==> src/waveform_period_duty_measure_unit_assert.svh <==
// ----------------------------------------------------------------------------
// Assertion macros
// Shared concurrent assertion helpers for the period/duty meter.
// ----------------------------------------------------------------------------
`ifndef WAVEFORM_PERIOD_DUTY_MEASURE_UNIT_ASSERT_SVH
`define WAVEFORM_PERIOD_DUTY_MEASURE_UNIT_ASSERT_SVH
`ifndef NO_ASSERTIONS
`define WPDM_ASSERT(lbl, prop, msg) \
  lbl: assert property (@(posedge clk) disable iff (rst) prop) else $error(msg);
`define WPDM_ASSERT_NEVER(lbl, cond, msg) \
  lbl: assert property (@(posedge clk) disable iff (rst) !(cond)) else $error(msg);
`else
`define WPDM_ASSERT(lbl, prop, msg)
`define WPDM_ASSERT_NEVER(lbl, cond, msg)
`endif
`endif

==> src/wpdm_pkg.sv <==
// ----------------------------------------------------------------------------
// wpdm_pkg
// Widths, constants and shared types of the period/duty meter.
// ----------------------------------------------------------------------------
`default_nettype none
package wpdm_pkg;
  localparam int MAX_SAMPLES = 512;
  localparam int CNT_W       = $clog2(MAX_SAMPLES + 1);
  localparam int IDX_W       = $clog2(MAX_SAMPLES);
  localparam int RAM_DEPTH   = 2 * MAX_SAMPLES;
  localparam int RAM_AW      = IDX_W + 1;
  localparam int POS_W       = $clog2(10 * MAX_SAMPLES + 1);
  localparam int SPN_W       = 24;
  localparam int PROD_W      = POS_W + SPN_W;
  localparam int DIV_NW      = 48;
  localparam int DIV_DW      = 32;
  localparam int HMUL_W      = CNT_W + 14;
  localparam int JOBQ_DEPTH  = 2;
  localparam int JOBQ_PW     = $clog2(JOBQ_DEPTH);

  localparam logic [SPN_W-1:0]  SPN_RESET    = 24'd1000;
  localparam logic [DIV_DW-1:0] TENTH_NS_US  = 32'd10000;
  localparam logic [DIV_NW-1:0] FREQ_SCALE   = 48'd10000000;
  localparam logic [13:0]       DUTY_SCALE   = 14'd10000;
  localparam logic [9:0]        DUTY_MAX     = 10'd1000;
  localparam logic [7:0]        LEVEL_MAX    = 8'hFF;

  typedef struct packed {
    logic             bank;
    logic [CNT_W-1:0] count;
    logic [7:0]       min_level;
    logic [7:0]       max_level;
  } job_t;

  typedef struct packed {
    logic valid;
    logic bank;
  } release_t;
endpackage
`default_nettype wire

==> src/wpdm_jobq.sv <==
// ----------------------------------------------------------------------------
// wpdm_jobq
// Short FIFO of closed windows between the loader and the analyzer.
// ----------------------------------------------------------------------------
`default_nettype none
module wpdm_jobq (
  input  wire logic          clk,
  input  wire logic          rst,
  input  wire logic          push,
  input  wire wpdm_pkg::job_t push_job,
  input  wire logic          pop,
  output wpdm_pkg::job_t     head,
  output logic               full,
  output logic               empty
);
  wpdm_pkg::job_t                  ent [wpdm_pkg::JOBQ_DEPTH];
  logic [wpdm_pkg::JOBQ_PW-1:0]    wp;
  logic [wpdm_pkg::JOBQ_PW-1:0]    rp;
  logic [wpdm_pkg::JOBQ_PW:0]      cnt;

  assign full  = (cnt == (wpdm_pkg::JOBQ_PW + 1)'(wpdm_pkg::JOBQ_DEPTH));
  assign empty = (cnt == '0);
  assign head  = ent[rp];

  always_ff @(posedge clk) begin
    if (push && !full) begin
      ent[wp] <= push_job;
    end
  end

  always_ff @(posedge clk) begin
    if (rst) begin
      wp  <= '0;
      rp  <= '0;
      cnt <= '0;
    end else begin
      if (push && !full) begin
        wp <= wp + 1'b1;
      end
      if (pop && !empty) begin
        rp <= rp + 1'b1;
      end
      cnt <= cnt + (wpdm_pkg::JOBQ_PW + 1)'(push && !full)
                 - (wpdm_pkg::JOBQ_PW + 1)'(pop && !empty);
    end
  end
endmodule
`default_nettype wire

==> config.mk <==
export PLATFORM = sky130hd
export DESIGN_NAME = wpdm_jobq
export DESIGN_NICKNAME = d
export VERILOG_FILES = /design/src/waveform_period_duty_measure_unit_assert.svh /design/src/wpdm_pkg.sv /design/src/wpdm_jobq.sv
export SDC_FILE = /design/constraint.sdc
export NUM_CORES = 1
export LEC_CHECK = 0
export ABC_AREA = 1
export CAP_MARGIN = 0
export CORE_ASPECT_RATIO = 2
export CORE_UTILIZATION = 55
export CTS_CLUSTER_DIAMETER = 80
export DETAILED_ROUTE_END_ITERATION = 8
export DONT_BUFFER_PORTS = 1
export PLACE_DENSITY = 0.7
export SYNTH_ARGS = -nofsm -noshare
export SYNTH_HDL_FRONTEND = slang
export SYNTH_SLANG_ARGS = --single-unit
==> constraint.sdc <==
create_clock -name clk -period 4.2 [get_ports clk]
set_clock_uncertainty 0.15 [all_clocks]
set_input_delay 0.42 -clock clk [delete_from_list [all_inputs] [get_ports clk]]
set_output_delay 0.42 -clock clk [all_outputs]
set_load 0.05 [all_outputs]
==> impl_results.md, run 1 <==
* # Post-CTS Setup Buffers at 0
* Avg Synthesized Cell Area at 18.73 sq um
* Layout Nets at 166
* Cell area after layout at around 2500 sq um
* Pins Over Slew Limit at 0
* FF+latch count, synth at 59
* Unrepaired setup endpoints after global routing: no
* Synth top area cells: edfxtp_1 (70%), mux2_4 (13%), dfxtp_1 (4.3%)
* Internal power at 0.001180 W
* Port Buf Inserts at 0
* Sequential power share at 43.2%
* Largest net degree at the start of global routing at 28
* PwrDens at 750.7 nW/um^2
* Status: finished, final reports clean
* Max_cap viols at 0
* Clk sinks at 59
* DRT Wirelength at around 3300 um
* Worst EP arrival at between 2 and 3 ns
* Rows at 33
* DR iter-0 viols at 33
* Number of global-route vias before repair at 1,072
* Yosys warnings at 0
* Setup crit end kind: flip-flop
* Vias at 996
* Hold WC Path Type: primary input to flip-flop
* Clock Power Share at about a quarter
* Sw Pwr at 0.0007062 W
* Setup TNS at 0 ns
* P&R area growth vs syn at 9.071%
* Post-Synthesis Cells at 123
* Total gr overflow at 0
* Synth area leader: edfxtp_1
* Final setup violation count at 0
* Clock Tree Buf Depth at 2
* First-pass GRT wire length at 4836 um
* Lkg Pwr at about 0.92 nW
* Pin slew with the least headroom to its limit at 1.060 ns
* Register area share after synthesis at roughly three quarters
* Crit Path Class: flip-flop to flip-flop
* Initial core utilization at 56.93%
* Netlist Area Pre-Place at 2303 sq um
* Die height at 93.52 um
* Worst-Skew Late Latency at 0.32 ns
* TritonCTS clock tree: built
* HPWL after DPL at 2199 um
* Residual DRC at 0
* Min Hold Slack at 0.04474 ns
* Drt pass-1 iters at 4
* RePlAce Congestion at 0.6312
* Via density at 5.270
* CTS Root Buffer Type: clkbuf_8
* Final min period at between 2 and 2.5 ns
* Post-route ant nets at 0
* Hold violation count in the final report at 0
* CORE AREA at 4046 sq um
* Maximum vdd drop at 606.1 uV
* DR WL/cell at ~18 um
* # IOs at 60
* Startpoint Class: flip-flop
* Post-DP Area at 2328 sq um
* GRT Util Overall at 16.74%
* N_diodes at 0
* Syn Nets at between 150 and 200
* Inserted Clock Buffers at 9
* Final period util at 58.60%
* Share of layout cells above drive strength 1 at ~30%
* Fmax achieved at ~410 MHz
* Post-synth top area share at 70.40%
* Reg clk slew, reported paths at around 0.060 ns
* Gate power share at 32.8%
* Critical Path RT at 4.26 ns
* Die ar. at 4467 sq um
* Slew headroom at 29.25%
* Netlist cell types at 12
* Chip Width at 47.76 um
* Initial antenna violation count at 0
* Sw Share at around 37%
* Fill count at 328
* Worst-path maximum fanout at 3
* H-tree levels at 3
-- sequential cells by signal, summed over array words and instances, names as in the netlist, named ones only --
signal,count
ent,54
cnt,2
rp,1
wp,1
-- metrics by stage --
step	setup WS (ns)	util, %	power (W)	instances
after CTS	1.777	62.09	0.001906	189
after global placement	1.987	57.54	0.001417	173
after detailed placement	1.787	57.54	0.001452	173
final	1.739	62.09	0.001886	189
after global routing	1.692	62.09	0.001960	189
after floorplan	1.932	-	0.001403	123
-- worst max-delay path: stages (launching register included) --
cell and delay [ns]:
dfxtp_1 0.33, nor2_1 0.74, nor2_1 0.16, ha_1 0.35, inv_1 0.05, ha_1 0.20, inv_1 0.07, nand2_1 0.07
a21oi_1 0.17, nor2_1 0.07
-- path summary, 6_finish.rpt --
check,from,end,slack (ns),depth (start not counted)
setup / recovery,cnt[1],cnt[1],1.74,9
hold / removal,push_job[4],ent[1][4],0.04,0
setup reg to reg,cnt[1],cnt[1],1.74,9
hold reg to reg,rp,rp,0.40,2
-- power by group through the flow --
stage	combinational, W	clock (W)	sequential (W)
detailed placement	0.000623	0	0.000829
floorplan	0.000622	0	0.000782
global route	0.000646	0.000484	0.000829
CTS	0.000624	0.000465	0.000817
finish	0.000619	0.000452	0.000815
global placement	0.000596	0	0.000821
-- layer usage --
| layer | track usage [%] | vias up | wire (um) |
|---|---|---|---|
| met5 | 0 | - | 0 |
| met4 | 9.028 | 0 | 52 |
| met3 | 9.266 | 5 | 282 |
| met2 | 26.58 | 51 | 1811 |
| met1 | 16.15 | 470 | 1194 |
| li1 | - | 470 | - |
-- Yosys cell counts --
cell      instances
edfxtp_1         54
mux2_2            7
buf_12            2
inv_1            10
a21oi_1           2
dfxtp_1           5
mux2_4           20
nand3_1           3
ha_1              2
nor2_1            9
buf_6             1
nand2_1           8
-- cell type report --
class / instances / area, sq um / area share (%)
Clock inverter: 4 / 42.54 / 1.693
Sequential cell: 59 / 1723 / 68.58
Multi-Input combinational cell: 51 / 495.5 / 19.72
Tap cell: 52 / 65.06 / 2.590
Clock buffer: 11 / 131.4 / 5.229
Timing Repair Buffer: 2 / 17.52 / 0.6972
Inverter: 10 / 37.54 / 1.494
-- cell families after synthesis --
family,Yosys count,share of synthesized area [%]
fa+ha+maj,2,1.086
mux,27,16.46
buf+inv,13,3.857
flops,59,74.74
compound gates,2,0.4346
simple gates,20,3.422
-- layout by cell type, fill, tap and decap left out --
master and n:
bufinv_16 1, nor2_1 8, nand3_1 3, clkbuf_8 9, clkinv_2 1, dfxtp_2 1
mux2_4 20, nor2_2 1, ha_1 2, inv_1 10, dlygate4sd3_1 1, buf_4 1
dfxtp_1 4, clkbuf_1 2, nand2_1 8, a21oi_1 2, mux2_2 7, clkinv_1 2
edfxtp_1 54
-- what timing repair did --
action,CTS,global route
endpoints found under the hold margin,1,0
hold buffers,1,0
endpoints found under the setup margin,0,0
resized for setup,0,0
Note: power is estimated with default switching activity, not from simulation.
==> run 2, diff against run 1 <==
==> constraint.sdc (replaced) <==
create_clock -name clk -period 2.5 [get_ports clk]
set_clock_uncertainty 0.15 [all_clocks]
set_input_delay 0.25 -clock clk [delete_from_list [all_inputs] [get_ports clk]]
set_output_delay 0.25 -clock clk [all_outputs]
set_load 0.05 [all_outputs]
==> impl_results.md, run 2 (same netlist as run 1, synthesis figures left out) <==
* Status: finished, final reports clean
* Crit. path cell count at 2 (-7)
* Setup TNS at 0 ns (unchanged)
* Fill count at 291 (-11%)
* Vias at 1,137 (+14%)
* N_diodes at 0 (unchanged)
* Unrepaired setup endpoints after global routing: no
* Hold WC Path Type: primary input to flip-flop
* H-tree levels at 3 (unchanged)
* CP delay by family, top: flip-flops
* Rows at 33 (unchanged)
* Via density at 5.076 (-3.7%)
* Die ar. at 4467 sq um (unchanged)
* TritonCTS clock tree: built
* Final min period at 2.050 ns
* Fmax achieved at 487.8 MHz
* Pins Over Slew Limit at 0 (unchanged)
* Pin slew with the least headroom to its limit at 0.4183 ns (-0.6418 ns)
* # IOs at 60 (unchanged)
* Hold path depth at 4 (+4)
* Max FFs per register at 54 (unchanged)
* CORE AREA at 4046 sq um (unchanged)
* Max_cap viols at 0 (unchanged)
* Drt pass-1 iters at 3 (-1)
* # Post-CTS Setup Buffers at 0 (unchanged)
* HPWL after DPL at 2356 um (+7.1%)
* Worst EP arrival at 1.65 ns (-0.87 ns)
* Commonest non-fill, non-tap cells in the layout: edfxtp_1 (54), dlygate4sd3_1 (30), mux2_4 (20)
* Chip Width at 47.76 um (unchanged)
* Hold Buf Count CTS at 30 (+29)
* Layout Nets at 200 (+20%)
* Critical Path RT at 2.10 ns (-2.16 ns)
* Worst r2r path cells at 10 (+1)
* Inserted Clock Buffers at 9 (unchanged)
* Largest Register: ent
* First-pass GRT wire length at 5326 um (+10%)
* P&R area growth vs syn at 25.80%
* Initial antenna violation count at 0 (unchanged)
* Post_cts resized at 0 (unchanged)
* Largest net degree at the start of global routing at 18 (-36%)
* Min Hold Slack at 0.09055 ns (+0.04581 ns)
* PwrDens at 1198 nW/um^2 (+60%)
* RePlAce Congestion at 0.6692 (+6.0%)
* Setup crit end kind: output port
* Residual DRC at 0 (unchanged)
* Post-route ant nets at 0 (unchanged)
* Lkg Pwr at 1.101 nW (+19%)
* Initial core utilization at 56.93% (unchanged)
* Crit Path Class: flip-flop to output port
* Startpoint Class: flip-flop
* Register area at 1723 sq um (unchanged)
* CTS Root Buffer Type: clkbuf_8
* Clk sinks at 59 (unchanged)
* Worst-Skew Late Latency at 0.32 ns (about the same)
* Die height at 93.52 um (unchanged)
* Number of global-route vias before repair at 1,236 (+15%)
* Total gr overflow at 0 (unchanged)
* Share of layout cells above drive strength 1 at 28.49% (-1.4 points)
* Most common cell after layout, fill and taps aside: edfxtp_1
* Area of the multi-input gates at 495.5 sq um (unchanged)
* DR iter-0 viols at 26 (-21%)
* GRT Util Overall at 18.08% (+1.3 points)
* DR WL/cell at 15.66 um (-11%)
* Final setup violation count at 0 (unchanged)
* Buf+Inv Stages, Crit Path at 1 (-1)
* Reg clk slew, reported paths at 0.06 ns (about the same)
* Hold violation count in the final report at 0 (unchanged)
* Worst path slowest cell: dfxtp_2
* Clock Tree Buf Depth at 2 (unchanged)
* Top Registers: ent (54), cnt (2)
* Worst-path maximum fanout at 15 (+12)
* Final period util at 82.01%
* Slew headroom at 72.08% (+43 points)
* Cell-by-cell trace of the critical path: buf_4, mux2_4
* Maximum vdd drop at 845.7 uV (+40%)
* Port Buf Inserts at 0 (unchanged)
* DRT Wirelength at 3508 um (+5.0%)
* Critical path's largest stage delay at 0.57 ns (-0.17 ns)
==> run 2: cell type report <==
type / count / area share [%]
sequential: 59 / 59.46
multi-input combinational: 51 / 17.10
timing repair buffer: 36 / 11.92
clock buffer: 10 / 4.404
clock inverter: 6 / 3.584
tap: 52 / 2.245
inverter: 10 / 1.295
==> run 2: path summary, 6_finish.rpt <==
check	endpoint	slack, ns	from
worst max-delay path	head[17]	0.45	flip-flop
worst min-delay path	rp	0.09	pop
worst max register to register	cnt[1]	0.68	cnt[0]
worst min register to register	rp	0.39	rp
==> run 2: worst min-delay path, stage by stage <==
cell and delay [ns]:
inv_1 0.03, nor2_1 0.05, nor2_1 0.13, nor2_1 0.06
==> run 2: per-stage QoR <==
step	worst slack [ns]	total power [W]	cells	instance area (sq um)	utilization, %
after floorplan	0.2324	0.002358	123	2303	-
after global placement	0.7848	0.002411	178	2366	58.47
after CTS	0.4061	0.003502	224	2898	71.61
after global routing	0.3632	0.003606	224	2898	71.61
final	0.4498	0.003470	224	2898	71.61
after detailed placement	0.6858	0.002462	178	2366	58.47
==> run 2: power by group <==
group          switching [W]  total (W)  internal [W]
sequential         0.0000785    0.00134       0.00126
clock               0.000342   0.000997      0.000655
combinational       0.000803    0.00114      0.000335
total                0.00122    0.00347       0.00225
==> run 2: layer usage <==
layer / vias up / share of wire, % / GRT usage, %
met1: 553 / 32 / 16.33
met2: 40 / 59 / 31.08
met5: - / 0 / 0
met3: 8 / 6.3 / 7.529
met4: 0 / 2.6 / 9.722
li1: 536 / - / -
==> run 3, diff against run 2 <==
==> constraint.sdc (replaced) <==
create_clock -name clk -period 1.99 [get_ports clk]
set_clock_uncertainty 0.15 [all_clocks]
set_input_delay 0.199 -clock clk [delete_from_list [all_inputs] [get_ports clk]]
set_output_delay 0.199 -clock clk [all_outputs]
set_load 0.05 [all_outputs]
==> impl_results.md, run 3 (same netlist as run 1, synthesis figures left out) <==
* Unrepaired setup endpoints after global routing: no
* Inserted Clock Buffers at 9 (unchanged)
* Hold violation count in the final report at 0 (unchanged)
* Largest net degree at the start of global routing at 28 (+10)
* Final period util at a little over nine tenths
* Worst-path maximum fanout at 13 (-2)
* Reg clk slew, reported paths at 0.05 ns (about the same)
* Vias at 1,165 (+2.5%)
* Min Hold Slack at 0.07174 ns (-0.01881 ns)
* Drt pass-1 iters at 4 (+1)
* TritonCTS clock tree: built
* Final worst slack at 0.1080 ns (-0.3418 ns)
* Max FFs per register at 54 (unchanged)
* Worst Setup EP: head[23]
* Fmax achieved at 531.3 MHz
* RR Endpoint: cnt[1]
* Final min period at 1.882 ns
* P&R area growth vs syn at 24.12%
* Setup crit end kind: output port
* Core Util, Final at 70.66% (-0.96 points)
* RePlAce Congestion at 0.6169 (-7.8%)
* Worst-Skew Late Latency at 0.32 ns (about the same)
* Register area at 1723 sq um (unchanged)
* Lkg Pwr at 1.071 nW (-2.7%)
* Die height at 93.52 um (unchanged)
* Clk sinks at 59 (unchanged)
* N_diodes at 0 (unchanged)
* Total gr overflow at 0 (unchanged)
* Maximum vdd drop at 1177 uV (+39%)
* CORE AREA at 4046 sq um (unchanged)
* Pin slew with the least headroom to its limit at 0.4179 ns (-0.0004622 ns)
* CTS Root Buffer Type: clkbuf_8
* DR WL/cell at 16.30 um (+4.1%)
* Number of global-route vias before repair at 1,257 (+1.7%)
* Layout Nets at 199 (-0.50%)
* Top Registers: ent (54), cnt (2)
* Initial antenna violation count at 0 (unchanged)
* Die ar. at 4467 sq um (unchanged)
* Post-route ant nets at 0 (unchanged)
* DR iter-0 viols at 25 (-3.8%)
* Commonest non-fill, non-tap cells in the layout: edfxtp_1 (54), dlygate4sd3_1 (30), mux2_4 (20)
* Rows at 33 (unchanged)
* DRT Wirelength at 3636 um (+3.6%)
* Hold WC Path Type: primary input to flip-flop
* First-pass GRT wire length at 5361 um (+0.66%)
* Largest Register: ent
* HPWL after DPL at 2355 um (about the same)
* Critical Path RT at 1.64 ns (-0.46 ns)
* Startpoint Class: flip-flop
* Pre-CTS setup slack at 0.1287 ns (-0.5571 ns)
* Chip Width at 47.76 um (unchanged)
* Most common cell after layout, fill and taps aside: edfxtp_1
* H-tree levels at 3 (unchanged)
* Clock Tree Buf Depth at 2 (unchanged)
* # IOs at 60 (unchanged)
* Setup TNS at 0 ns (unchanged)
* Share of layout cells above drive strength 1 at 27.49% (-1.0 points)
* Max_cap viols at 0 (unchanged)
* Status: finished, final reports clean
* Worst EP arrival at 1.53 ns (-0.12 ns)
* # Post-CTS Setup Buffers at 0 (unchanged)
* Residual DRC at 0 (unchanged)
* Crit Path Class: flip-flop to output port
* Pins Over Slew Limit at 0 (unchanged)
* Total Power at 0.004065 W (+17%)
* Slew headroom at 72.11% (about the same)
* Area of the multi-input gates at 500.5 sq um (+1.0%)
* Via density at 5.224 (+2.9%)
* Initial core utilization at 56.93% (unchanged)
* Worst r2r src: cnt[0]
* R2R setup slack at 0.14 ns (-0.54 ns)
* Fill count at 297 (+2.1%)
* Port Buf Inserts at 0 (unchanged)
* PwrDens at 1422 nW/um^2 (+19%)
* Final setup violation count at 0 (unchanged)
* GRT Util Overall at 18.45% (+0.37 points)
* Worst r2r path cells at 10 (unchanged)
## run 3: metal layers
metal | vias to the layer above | global-route usage [%] | share of wire, %
met1 | 568 | 15.22 | 31
li1 | 542 | - | -
met4 | 0 | 12.96 | 3.0
met5 | - | 0 | 0
met2 | 46 | 31.42 | 59
met3 | 9 | 7.722 | 6.7
## run 3: cell type report
type | count | area share, %
clock buffer | 16 | 5.952
inverter | 10 | 1.313
timing repair buffer | 35 | 12.69
multi-input combinational | 51 | 17.51
sequential | 59 | 60.26
tap | 52 | 2.276
## run 3: what timing repair did
| action | in CTS | in global routing |
|---|---|---|
| hold buffers | 30 | 0 |
| resized for setup | 0 | 1 |
| hold endpoints to repair | 59 | 0 |
| setup endpoints to repair | 0 | 1 |
## run 3: worst min path at each step
| stage | start | to | slack, ns | depth (start not counted) |
|---|---|---|---|---|
| floorplan | rst | cnt[0] | 0.12 | 1 |
| global placement | rst | cnt[0] | 0.12 | 1 |
| detailed placement | rst | cnt[0] | 0.13 | 1 |
| CTS | pop | rp | 0.04 | 4 |
| global route | pop | rp | 0.12 | 4 |
| finish | pop | rp | 0.07 | 4 |
## run 3: report_power, final
part           total [W]  switching (W)  internal [W]
clock network   0.000904       0.000382      0.000522
registers        0.00168      0.0000992       0.00158
logic            0.00148        0.00104      0.000443
## run 3: through the flow
| step | cells | cell area (sq um) |
|---|---|---|
| floorplan | 123 | 2308 |
| global route | 223 | 2859 |
| global placement | 177 | 2386 |
| detailed placement | 177 | 2386 |
| finish | 223 | 2859 |
| CTS | 223 | 2856 |
## run 3: critical path, cell delays in order (launching register included)
cell	delay, ns
dfxtp_2	0.54
buf_4	0.27
mux2_4	0.40
