## src/waveform_period_duty_measure_unit_assert.svh

```systemverilog
// ----------------------------------------------------------------------------
// Assertion macros
// Shared concurrent assertion helpers for the period/duty meter.
// ----------------------------------------------------------------------------
`ifndef WAVEFORM_PERIOD_DUTY_MEASURE_UNIT_ASSERT_SVH
`define WAVEFORM_PERIOD_DUTY_MEASURE_UNIT_ASSERT_SVH
`ifndef NO_ASSERTIONS
`define WPDM_ASSERT(lbl, prop, msg) \
  lbl: assert property (@(posedge clk) disable iff (rst) prop) else $error(msg);
`define WPDM_ASSERT_NEVER(lbl, cond, msg) \
  lbl: assert property (@(posedge clk) disable iff (rst) !(cond)) else $error(msg);
`else
`define WPDM_ASSERT(lbl, prop, msg)
`define WPDM_ASSERT_NEVER(lbl, cond, msg)
`endif
`endif

```

## src/wpdm_pkg.sv

```systemverilog
// ----------------------------------------------------------------------------
// wpdm_pkg
// Widths, constants and shared types of the period/duty meter.
// ----------------------------------------------------------------------------
`default_nettype none
package wpdm_pkg;
  localparam int MAX_SAMPLES = 512;
  localparam int CNT_W       = $clog2(MAX_SAMPLES + 1);
  localparam int IDX_W       = $clog2(MAX_SAMPLES);
  localparam int RAM_DEPTH   = 2 * MAX_SAMPLES;
  localparam int RAM_AW      = IDX_W + 1;
  localparam int POS_W       = $clog2(10 * MAX_SAMPLES + 1);
  localparam int SPN_W       = 24;
  localparam int PROD_W      = POS_W + SPN_W;
  localparam int DIV_NW      = 48;
  localparam int DIV_DW      = 32;
  localparam int HMUL_W      = CNT_W + 14;
  localparam int JOBQ_DEPTH  = 2;
  localparam int JOBQ_PW     = $clog2(JOBQ_DEPTH);

  localparam logic [SPN_W-1:0]  SPN_RESET    = 24'd1000;
  localparam logic [DIV_DW-1:0] TENTH_NS_US  = 32'd10000;
  localparam logic [DIV_NW-1:0] FREQ_SCALE   = 48'd10000000;
  localparam logic [13:0]       DUTY_SCALE   = 14'd10000;
  localparam logic [9:0]        DUTY_MAX     = 10'd1000;
  localparam logic [7:0]        LEVEL_MAX    = 8'hFF;

  typedef struct packed {
    logic             bank;
    logic [CNT_W-1:0] count;
    logic [7:0]       min_level;
    logic [7:0]       max_level;
  } job_t;

  typedef struct packed {
    logic valid;
    logic bank;
  } release_t;
endpackage
`default_nettype wire

```

## src/wpdm_if.sv

```systemverilog
// ----------------------------------------------------------------------------
// wpdm channels
// Valid/ready channels for samples in and measurement results out.
// ----------------------------------------------------------------------------
`default_nettype none


interface wpdm_result_if;
  logic        valid;
  logic        ready;
  logic [7:0]  min_level;
  logic [7:0]  max_level;
  logic [31:0] period_us;
  logic [23:0] freq_tenth_hz;
  logic [9:0]  duty_permille;
  logic        measure_valid;
  modport source (output valid, output min_level, output max_level, output period_us,
                  output freq_tenth_hz, output duty_permille, output measure_valid,
                  input ready);
  modport sink (input valid, input min_level, input max_level, input period_us,
                input freq_tenth_hz, input duty_permille, input measure_valid,
                output ready);
endinterface
`default_nettype wire

```

## src/wpdm_div.sv

```systemverilog
// ----------------------------------------------------------------------------
// wpdm_div
// Radix-2 restoring divider, one quotient bit per cycle.
// ----------------------------------------------------------------------------
`default_nettype none
module wpdm_div (
  input  wire logic                          clk,
  input  wire logic                          rst,
  input  wire logic                          start,
  input  wire logic [wpdm_pkg::DIV_NW-1:0]   num,
  input  wire logic [wpdm_pkg::DIV_DW-1:0]   den,
  output logic                               busy,
  output logic                               done,
  output logic [wpdm_pkg::DIV_NW-1:0]        quo
);
  localparam int CW = $clog2(wpdm_pkg::DIV_NW);

  logic [wpdm_pkg::DIV_DW-1:0] rem;
  logic [wpdm_pkg::DIV_DW-1:0] den_r;
  logic [CW-1:0]               cnt;
  logic [wpdm_pkg::DIV_DW:0]   rem_sh;
  logic [wpdm_pkg::DIV_DW:0]   diff;
  logic                        ge;

  assign rem_sh = {rem, quo[wpdm_pkg::DIV_NW-1]};
  assign ge     = rem_sh >= {1'b0, den_r};
  assign diff   = rem_sh - {1'b0, den_r};

  always_ff @(posedge clk) begin
    if (start && !busy) begin
      quo   <= num;
      rem   <= '0;
      den_r <= den;
    end else if (busy) begin
      rem <= ge ? diff[wpdm_pkg::DIV_DW-1:0] : rem_sh[wpdm_pkg::DIV_DW-1:0];
      quo <= {quo[wpdm_pkg::DIV_NW-2:0], ge};
    end
  end

  always_ff @(posedge clk) begin
    if (rst) begin
      busy <= 1'b0;
      done <= 1'b0;
      cnt  <= '0;
    end else begin
      done <= 1'b0;
      if (start && !busy) begin
        busy <= 1'b1;
        cnt  <= '0;
      end else if (busy) begin
        cnt <= cnt + 1'b1;
        if (cnt == CW'(wpdm_pkg::DIV_NW - 1)) begin
          busy <= 1'b0;
          done <= 1'b1;
        end
      end
    end
  end
endmodule
`default_nettype wire

```

## src/wpdm_back.sv

```systemverilog
// ----------------------------------------------------------------------------
// wpdm_back
// Analyzer: scans a stored window for mid-level crossings, then derives period,
// frequency and duty through the shared divider.
// ----------------------------------------------------------------------------
`default_nettype none
`include "waveform_period_duty_measure_unit_assert.svh"
module wpdm_back (
  input  wire logic                          clk,
  input  wire logic                          rst,
  input  wire wpdm_pkg::job_t                q_head,
  input  wire logic                          q_empty,
  output logic                               q_pop,
  output logic                               ram_re,
  output logic [wpdm_pkg::RAM_AW-1:0]        ram_raddr,
  input  wire logic [7:0]                    ram_rdata,
  output wpdm_pkg::release_t                 rel,
  input  wire logic [wpdm_pkg::SPN_W-1:0]    spn,
  wpdm_result_if.source                      result
);
  typedef enum logic [9:0] {
    S_IDLE = 10'b0000000001,
    S_RD   = 10'b0000000010,
    S_SH   = 10'b0000000100,
    S_QDIV = 10'b0000001000,
    S_CALC = 10'b0000010000,
    S_MUL  = 10'b0000100000,
    S_D1   = 10'b0001000000,
    S_D2   = 10'b0010000000,
    S_D3   = 10'b0100000000,
    S_OUT  = 10'b1000000000
  } state_t;

  localparam int CW = wpdm_pkg::CNT_W;
  localparam int PW = wpdm_pkg::POS_W;

  state_t                         state;
  logic                           bank;
  logic [CW-1:0]                  n;
  logic [CW-1:0]                  idx;
  logic [CW-1:0]                  rises;
  logic [CW-1:0]                  high;
  logic [CW-1:0]                  last_fall;
  logic [CW-1:0]                  rise_i;
  logic [7:0]                     lmin;
  logic [7:0]                     lmax;
  logic [9:0]                     line3;
  logic [7:0]                     w1;
  logic [7:0]                     w2;
  logic [7:0]                     w3;
  logic                           look_rise;
  logic [PW-1:0]                  first10;
  logic [PW-1:0]                  last10;
  logic [13:0]                    num;
  logic [9:0]                     den;
  logic [3:0]                     qacc;
  logic [1:0]                     qstep;
  logic [wpdm_pkg::PROD_W-1:0]    prod;
  logic [wpdm_pkg::HMUL_W-1:0]    hmul;
  logic [31:0]                    period;
  logic [23:0]                    freq;
  logic [9:0]                     duty;
  logic                           valid;
  logic                           div_go;
  logic [wpdm_pkg::DIV_NW-1:0]    div_num;
  logic [wpdm_pkg::DIV_DW-1:0]    div_den;
  logic                           div_busy;
  logic                           div_done;
  logic [wpdm_pkg::DIV_NW-1:0]    div_quo;
  logic                           out_valid;
  logic                           out_load;

  logic [7:0]                     mid;
  logic [8:0]                     lsum;
  logic [9:0]                     s0;
  logic [9:0]                     s1;
  logic [CW-1:0]                  i_cur;
  logic                           rise_hit;
  logic                           fall_hit;
  logic [13:0]                    dsh;
  logic                           qbit;
  logic [PW-1:0]                  pos_new;
  logic [PW-1:0]                  span;
  logic [CW-1:0]                  h;

  wpdm_div u_div (
    .clk   (clk),
    .rst   (rst),
    .start (div_go),
    .num   (div_num),
    .den   (div_den),
    .busy  (div_busy),
    .done  (div_done),
    .quo   (div_quo)
  );

  assign lsum     = {1'b0, q_head.min_level} + {1'b0, q_head.max_level};
  assign mid      = lsum[8:1];
  assign s0       = {2'b0, w1} + {2'b0, w2} + {2'b0, w3};
  assign s1       = {2'b0, w2} + {2'b0, w3} + {2'b0, ram_rdata};
  assign i_cur    = idx - CW'(2);
  assign rise_hit = look_rise && (s0 <= line3) && (s1 > line3);
  assign fall_hit = !look_rise && (s0 > line3) && (s1 <= line3);
  assign dsh      = {4'b0, den} << qstep;
  assign qbit     = num >= dsh;
  assign pos_new  = PW'(rise_i) * PW'(10) + PW'({qacc[3:1], qbit});
  assign span     = last10 - first10;
  assign h        = high - (look_rise ? last_fall : CW'(0));

  assign q_pop     = (state == S_IDLE) && !q_empty;
  assign ram_re    = (state == S_RD) && (idx != n);
  assign ram_raddr = {bank, idx[wpdm_pkg::IDX_W-1:0]};
  assign out_load  = (state == S_OUT) && (!out_valid || result.ready);
  assign rel.valid = out_load;
  assign rel.bank  = bank;

  always_ff @(posedge clk) begin
    if (rst) begin
      state  <= S_IDLE;
      div_go <= 1'b0;
      idx    <= '0;
      n      <= '0;
    end else begin
      div_go <= 1'b0;
      unique case (state)
        S_IDLE: begin
          if (!q_empty) begin
            bank      <= q_head.bank;
            n         <= q_head.count;
            lmin      <= q_head.min_level;
            lmax      <= q_head.max_level;
            line3     <= {1'b0, mid, 1'b0} + {2'b0, mid};
            idx       <= '0;
            rises     <= '0;
            high      <= '0;
            last_fall <= '0;
            look_rise <= 1'b1;
            first10   <= '0;
            last10    <= '0;
            period    <= '0;
            freq      <= '0;
            duty      <= '0;
            valid     <= 1'b0;
            state     <= S_RD;
          end
        end
        S_RD: begin
          state <= (idx == n) ? S_CALC : S_SH;
        end
        S_SH: begin
          w1    <= w2;
          w2    <= w3;
          w3    <= ram_rdata;
          idx   <= idx + 1'b1;
          state <= S_RD;
          if (idx >= CW'(3)) begin
            if (rise_hit) begin
              num    <= 14'(line3 - s0) * 14'(10);
              den    <= s1 - s0;
              rise_i <= i_cur;
              qacc   <= '0;
              qstep  <= 2'd3;
              state  <= S_QDIV;
            end else if (fall_hit) begin
              last_fall <= i_cur - rise_i;
              high      <= high + (i_cur - rise_i);
              look_rise <= 1'b1;
            end
          end
        end
        S_QDIV: begin
          if (qbit) begin
            num <= num - dsh;
          end
          qacc[qstep] <= qbit;
          if (qstep == 2'd0) begin
            last10 <= pos_new;
            if (rises == '0) begin
              first10 <= pos_new;
            end
            rises     <= rises + 1'b1;
            look_rise <= 1'b0;
            state     <= S_RD;
          end else begin
            qstep <= qstep - 1'b1;
          end
        end
        S_CALC: begin
          if (rises >= CW'(2) && last10 > first10) begin
            prod  <= wpdm_pkg::PROD_W'(span) * wpdm_pkg::PROD_W'(spn);
            state <= S_MUL;
          end else begin
            state <= S_OUT;
          end
        end
        // floor(floor(a/b)/c) == floor(a/(b*c)): one division gives the period
        S_MUL: begin
          div_go  <= 1'b1;
          div_num <= wpdm_pkg::DIV_NW'(prod);
          div_den <= wpdm_pkg::TENTH_NS_US * wpdm_pkg::DIV_DW'(rises - 1'b1);
          state   <= S_D1;
        end
        S_D1: begin
          if (div_done) begin
            period <= div_quo[31:0];
            if (div_quo == '0) begin
              state <= S_OUT;
            end else begin
              div_go  <= 1'b1;
              div_num <= wpdm_pkg::FREQ_SCALE;
              div_den <= div_quo[wpdm_pkg::DIV_DW-1:0];
              hmul    <= wpdm_pkg::HMUL_W'(h) * wpdm_pkg::HMUL_W'(wpdm_pkg::DUTY_SCALE);
              state   <= S_D2;
            end
          end
        end
        S_D2: begin
          if (div_done) begin
            freq    <= div_quo[23:0];
            div_go  <= 1'b1;
            div_num <= wpdm_pkg::DIV_NW'(hmul);
            div_den <= wpdm_pkg::DIV_DW'(span);
            state   <= S_D3;
          end
        end
        S_D3: begin
          if (div_done) begin
            duty  <= (div_quo > wpdm_pkg::DIV_NW'(wpdm_pkg::DUTY_MAX)) ?
                     wpdm_pkg::DUTY_MAX : div_quo[9:0];
            valid <= 1'b1;
            state <= S_OUT;
          end
        end
        S_OUT: begin
          if (out_load) begin
            state <= S_IDLE;
          end
        end
        default: begin
          state <= S_IDLE;
        end
      endcase
    end
  end

  // output register, frees the analyzer while a result waits
  always_ff @(posedge clk) begin
    if (rst) begin
      out_valid <= 1'b0;
    end else if (out_load) begin
      out_valid <= 1'b1;
    end else if (result.ready) begin
      out_valid <= 1'b0;
    end
  end

  always_ff @(posedge clk) begin
    if (out_load) begin
      result.min_level     <= lmin;
      result.max_level     <= lmax;
      result.period_us     <= period;
      result.freq_tenth_hz <= freq;
      result.duty_permille <= duty;
      result.measure_valid <= valid;
    end
  end

  assign result.valid = out_valid;

  `WPDM_ASSERT(a_div_free, div_go |-> !div_busy, "divider started while busy")
  `WPDM_ASSERT(a_two_rises, (state == S_D1) |-> (rises >= CW'(2)), "period without two rises")
  `WPDM_ASSERT_NEVER(a_idx_bound, idx > n, "scan ran past the window")
endmodule
`default_nettype wire

```

## src/flat_wrapper.sv

```systemverilog
// flat-port wrapper written by rule: the top's interface ports become plain ports
module wpdm_back_flat 
  (clk, rst, q_head, q_empty, q_pop, ram_re, ram_raddr, ram_rdata, rel, spn, result_valid, result_min_level, result_max_level, result_period_us, result_freq_tenth_hz, result_duty_permille, result_measure_valid, result_ready);
  wpdm_result_if result_i ();
  input  wire logic clk;
  input  wire logic rst;
  input  wire wpdm_pkg::job_t q_head;
  input  wire logic q_empty;
  output logic q_pop;
  output logic ram_re;
  output logic [wpdm_pkg::RAM_AW-1:0] ram_raddr;
  input  wire logic [7:0] ram_rdata;
  output wpdm_pkg::release_t rel;
  input  wire logic [wpdm_pkg::SPN_W-1:0] spn;
  output wire logic [$bits(result_i.valid)-1:0] result_valid;
  output wire logic [$bits(result_i.min_level)-1:0] result_min_level;
  output wire logic [$bits(result_i.max_level)-1:0] result_max_level;
  output wire logic [$bits(result_i.period_us)-1:0] result_period_us;
  output wire logic [$bits(result_i.freq_tenth_hz)-1:0] result_freq_tenth_hz;
  output wire logic [$bits(result_i.duty_permille)-1:0] result_duty_permille;
  output wire logic [$bits(result_i.measure_valid)-1:0] result_measure_valid;
  input wire logic [$bits(result_i.ready)-1:0] result_ready;
  assign result_valid = result_i.valid;
  assign result_min_level = result_i.min_level;
  assign result_max_level = result_i.max_level;
  assign result_period_us = result_i.period_us;
  assign result_freq_tenth_hz = result_i.freq_tenth_hz;
  assign result_duty_permille = result_i.duty_permille;
  assign result_measure_valid = result_i.measure_valid;
  assign result_i.ready = result_ready;
  wpdm_back u_core (.clk(clk), .rst(rst), .q_head(q_head), .q_empty(q_empty), .q_pop(q_pop), .ram_re(ram_re), .ram_raddr(ram_raddr), .ram_rdata(ram_rdata), .rel(rel), .spn(spn), .result(result_i));
endmodule
```

## config.mk

```make
export PLATFORM = sky130hd
export DESIGN_NAME = wpdm_back_flat
export DESIGN_NICKNAME = d
export VERILOG_FILES = /design/src/wpdm_pkg.sv /design/src/wpdm_if.sv /design/src/wpdm_div.sv /design/src/wpdm_back.sv /design/src/flat_wrapper.sv
export VERILOG_INCLUDE_DIRS = /design/src /design/src/src
export SDC_FILE = /design/constraint.sdc
export NUM_CORES = 2
export LEC_CHECK = 0
export BUFFER_PORTS_ARGS = -buffer_cell sky130_fd_sc_hd__buf_2
export CAP_MARGIN = 20
export CORE_ASPECT_RATIO = 1.4
export CORE_MARGIN = 2
export CORE_UTILIZATION = 50
export DETAILED_ROUTE_END_ITERATION = 12
export PLACE_DENSITY_LB_ADDON = 0.12
export SLEW_MARGIN = 20
export SYNTH_ARGS = -nofsm -noshare
export SYNTH_HDL_FRONTEND = slang
export SYNTH_SLANG_ARGS = --single-unit
export TNS_END_PERCENT = 50
```

## constraint.sdc

```tcl
create_clock -name clk -period 9.8 [get_ports clk]
set_input_delay 0.49 -clock clk [delete_from_list [all_inputs] [get_ports clk]]
set_output_delay 0.49 -clock clk [all_outputs]
set_load 0.01 [all_outputs]
```

==> metrics <==
root buffer cell=clkbuf_16; max_cap viols=0; slew margin rel.=roughly a quarter; Fin. Hold Viols=0; FFs w/ async S/R, synth=0%; antenna violations before repair=2; post-synthesis instance total=roughly 4000; Final Util=55.3%; worst skew pair latency=660 ps; status=finished clean; share of cells above drive strength 1=about a tenth; DRC Markers=0; HP Class=in2reg; kind of critical path=reg2reg; Fmax=around 0.12 GHz; DR vias=28200; crit path max fanout=17; Post-Layout Cell Count=between 5000 and 6000; CTS tree=built; Clock Sinks=between 500 and 600; Arr. time, crit path=about 9000 ps; Synth cell types=82; post-synthesis simple-gate area fraction=13.2%; Layout Nets=~4900; Core Region=~84000 um^2; post-synth top area cell=edfxtp_1; setup TNS=0 ps; CP peak stage delay=~690 ps; CP top delay family=adder cells; I/O Buffers=160; die area=87100 um^2; CP bufs+invs=3; Avg Vias per Cell=between 5 and 6; CTS buffer count=slightly below 60; DRT Wirelength=~100 mm; XOR/XNOR Fraction of Synth Area=~5.3%; Yosys top cell area share=35.7%; die height=~350 um; syn nets=approximately 4700; Total GRT Usage=approximately a quarter; # H-tree levels=2; die span in x=~250 um; Reg clk slew, reported paths=60 ps; post-synthesis cell area=around 42000 um^2; initial core utilization=between 50% and 60%; # diodes=0; Clock Path Buffers=3; post-synthesis sequential area ratio=approximately two fifths; RePlAce Congestion=0.908; period utilization=a little under nine tenths; clock skew=34.9 ps; area growth from synthesis to layout=9.93%; # fillers=approximately 7500; post-synthesis adder-cell area fraction=26.0%; synthesis-stage register bit count=around 580; Area after DPL=44500 um^2; Slew Viols, Final=0; crit path time final=around 8400 ps; DPL Wire Length=between 70 and 80 mm; prevailing post-synth register cell=edfxtp_1; Most common cell on crit path=fa_1; WL per Instance=about 19 um; Worst setup SP type=flip-flop; Final Cell Area=46600 um^2; placed cells=5133; syn_area_per_cell=around 11 um^2; Worst-Margin Slew=between 1000 and 1500 ps; io pins=161; row cnt=between 100 and 150; Req. time, crit path=roughly 10000 ps; gr ovfl total=0; Initial DRC Count=1458; first-pass GRT wire length=160 mm; crit end category=flip-flop; crit path max-delay cell type=xor2_2; mux cell area share after synthesis=under 10%; post-CTS setup buffer count=0; most area-consuming cells after synthesis=edfxtp_1 (36%), fa_1 (14%), ha_1 (12%), inv_1 (5.1%), dfxtp_1 (3.4%); Synth Area in Compound Gates=roughly 8.6%; endpoints failing setup=0; vias in the first global route=between 20000 and 30000; RSZ-0062 raised after global routing=false; drt first pass iters=7; EDFF count, synth=between 500 and 600; largest net degree at the start of global routing=70; post-route ant nets=0; main combinational cell family by area after synthesis=adder cells; yosys warns=0
-- per-stage QoR --
| step | setup slack (ps) | hold WS, ps |
|---|---|---|
| floorplan | 2380 | 400 |
| global placement | 1540 | 400 |
| detailed placement | 1400 | 405 |
| CTS | 1310 | 1.51 |
| global route | 680 | 10.8 |
| finish | 1360 | 41.8 |
-- flip-flops by register name (all words and copies together) (netlist names), 20 cells and up --
register,count
u_core.u_div.quo,48
u_core.div_num,37
u_core.prod,37
u_core.div_den,32
u_core.period,32
u_core.result.period_us,32
u_core.u_div.den_r,32
u_core.u_div.rem,32
u_core.freq,24
u_core.result.freq_tenth_hz,24
u_core.hmul,20
-- metal layers --
metal | vias to the layer above | part of all wire [%] | global-route usage, %
met5 | - | 0.017 | 0
met3 | 172 | 3.2 | 2.45
met1 | 13900 | 38 | 26.5
met4 | 2 | 3.7 | 8.27
met2 | 522 | 55 | 45.2
li1 | 13600 | - | -
-- worst reg2reg max path: cells and delay by family, from the launching register on --
kind | cells | cell delay, ps
DFF | 1 | 380
adders and majority gates | 8 | 3680
buffers and inverters | 3 | 150
xor gates and xnor gates | 2 | 770
and+or+nand+nor | 5 | 1120
AOI/OAI and AO/OA | 12 | 2070
-- logic make-up after synthesis --
logic type | count (synthesis)
flops | 575
compound gates | 564
simple gates | 1120
fa+ha+maj | 698
other cells | 1
mux | 49
xor+xnor | 255
buf+inv | 720
-- cell type report --
type,instances,area (um^2),share of cell area (%)
clock inverters,40,470,1.01
well taps,1088,1360,2.92
clock buffers,70,1550,3.32
flip-flops and latches,575,16500,35.5
repair buffers,214,1230,2.64
multi-input cells,2687,23200,49.9
inverters,578,2170,4.66
-- cells in the final DEF (no fill, tap or decap), types with 58 or more instances in the layout --
cell type / count
a21o_1: 104
a21oi_1: 178
and2_1: 170
buf_2: 160
clkbuf_16: 58
dfxtp_1: 71
edfxtp_1: 503
fa_1: 304
ha_1: 394
inv_1: 576
nand2_1: 364
nand3_1: 103
nor2_1: 165
nor2b_1: 75
o21ai_0: 79
xnor2_1: 150
xor2_1: 94
-- synthesized netlist by cell type, drive strengths merged, types with 16 or more instances --
| master | n |
|---|---|
| clkbuf | 111 |
| nand4 | 28 |
| nand2b | 49 |
| xor2 | 99 |
| nand3 | 103 |
| o21bai | 44 |
| edfxtp | 503 |
| and2 | 170 |
| xnor2 | 156 |
| a21oi | 183 |
| nor4 | 24 |
| dfxtp | 72 |
| mux2 | 40 |
| nor2 | 172 |
| o21a | 24 |
| ha | 394 |
| and3 | 20 |
| o21ai | 93 |
| inv | 577 |
| fa | 304 |
| a21o | 104 |
| buf | 31 |
| nand2 | 364 |
| a211oi | 16 |
| nor2b | 77 |
| nor3 | 63 |
-- repair_timing --
| action | 4_1_cts | 5_1_grt |
|---|---|---|
| endpoints found under the hold margin | 9 | 0 |
| hold buffers | 9 | 0 |
| gates resized for setup | 0 | 0 |
-- worst paths after layout --
path	startpoint	endpoint	slack, ps	cells past startpoint
hold / removal	ram_rdata[6]	u_core.w3[6]$_DFFE_PP_	40	1
setup / recovery	u_core.first10[0]$_DFFE_PP_	u_core.prod[33]$_DFFE_PP_	1360	30
setup reg to reg	u_core.first10[0]$_DFFE_PP_	u_core.prod[33]$_DFFE_PP_	1360	30
hold reg to reg	u_core.lmin[7]$_DFFE_PP_	u_core.result.min_level[7]$_DFFE_PP_	410	0
Power is left out: the tool's default activity adds up to more than one toggle a clock period on the data nets, which glitch-free logic cannot reach.
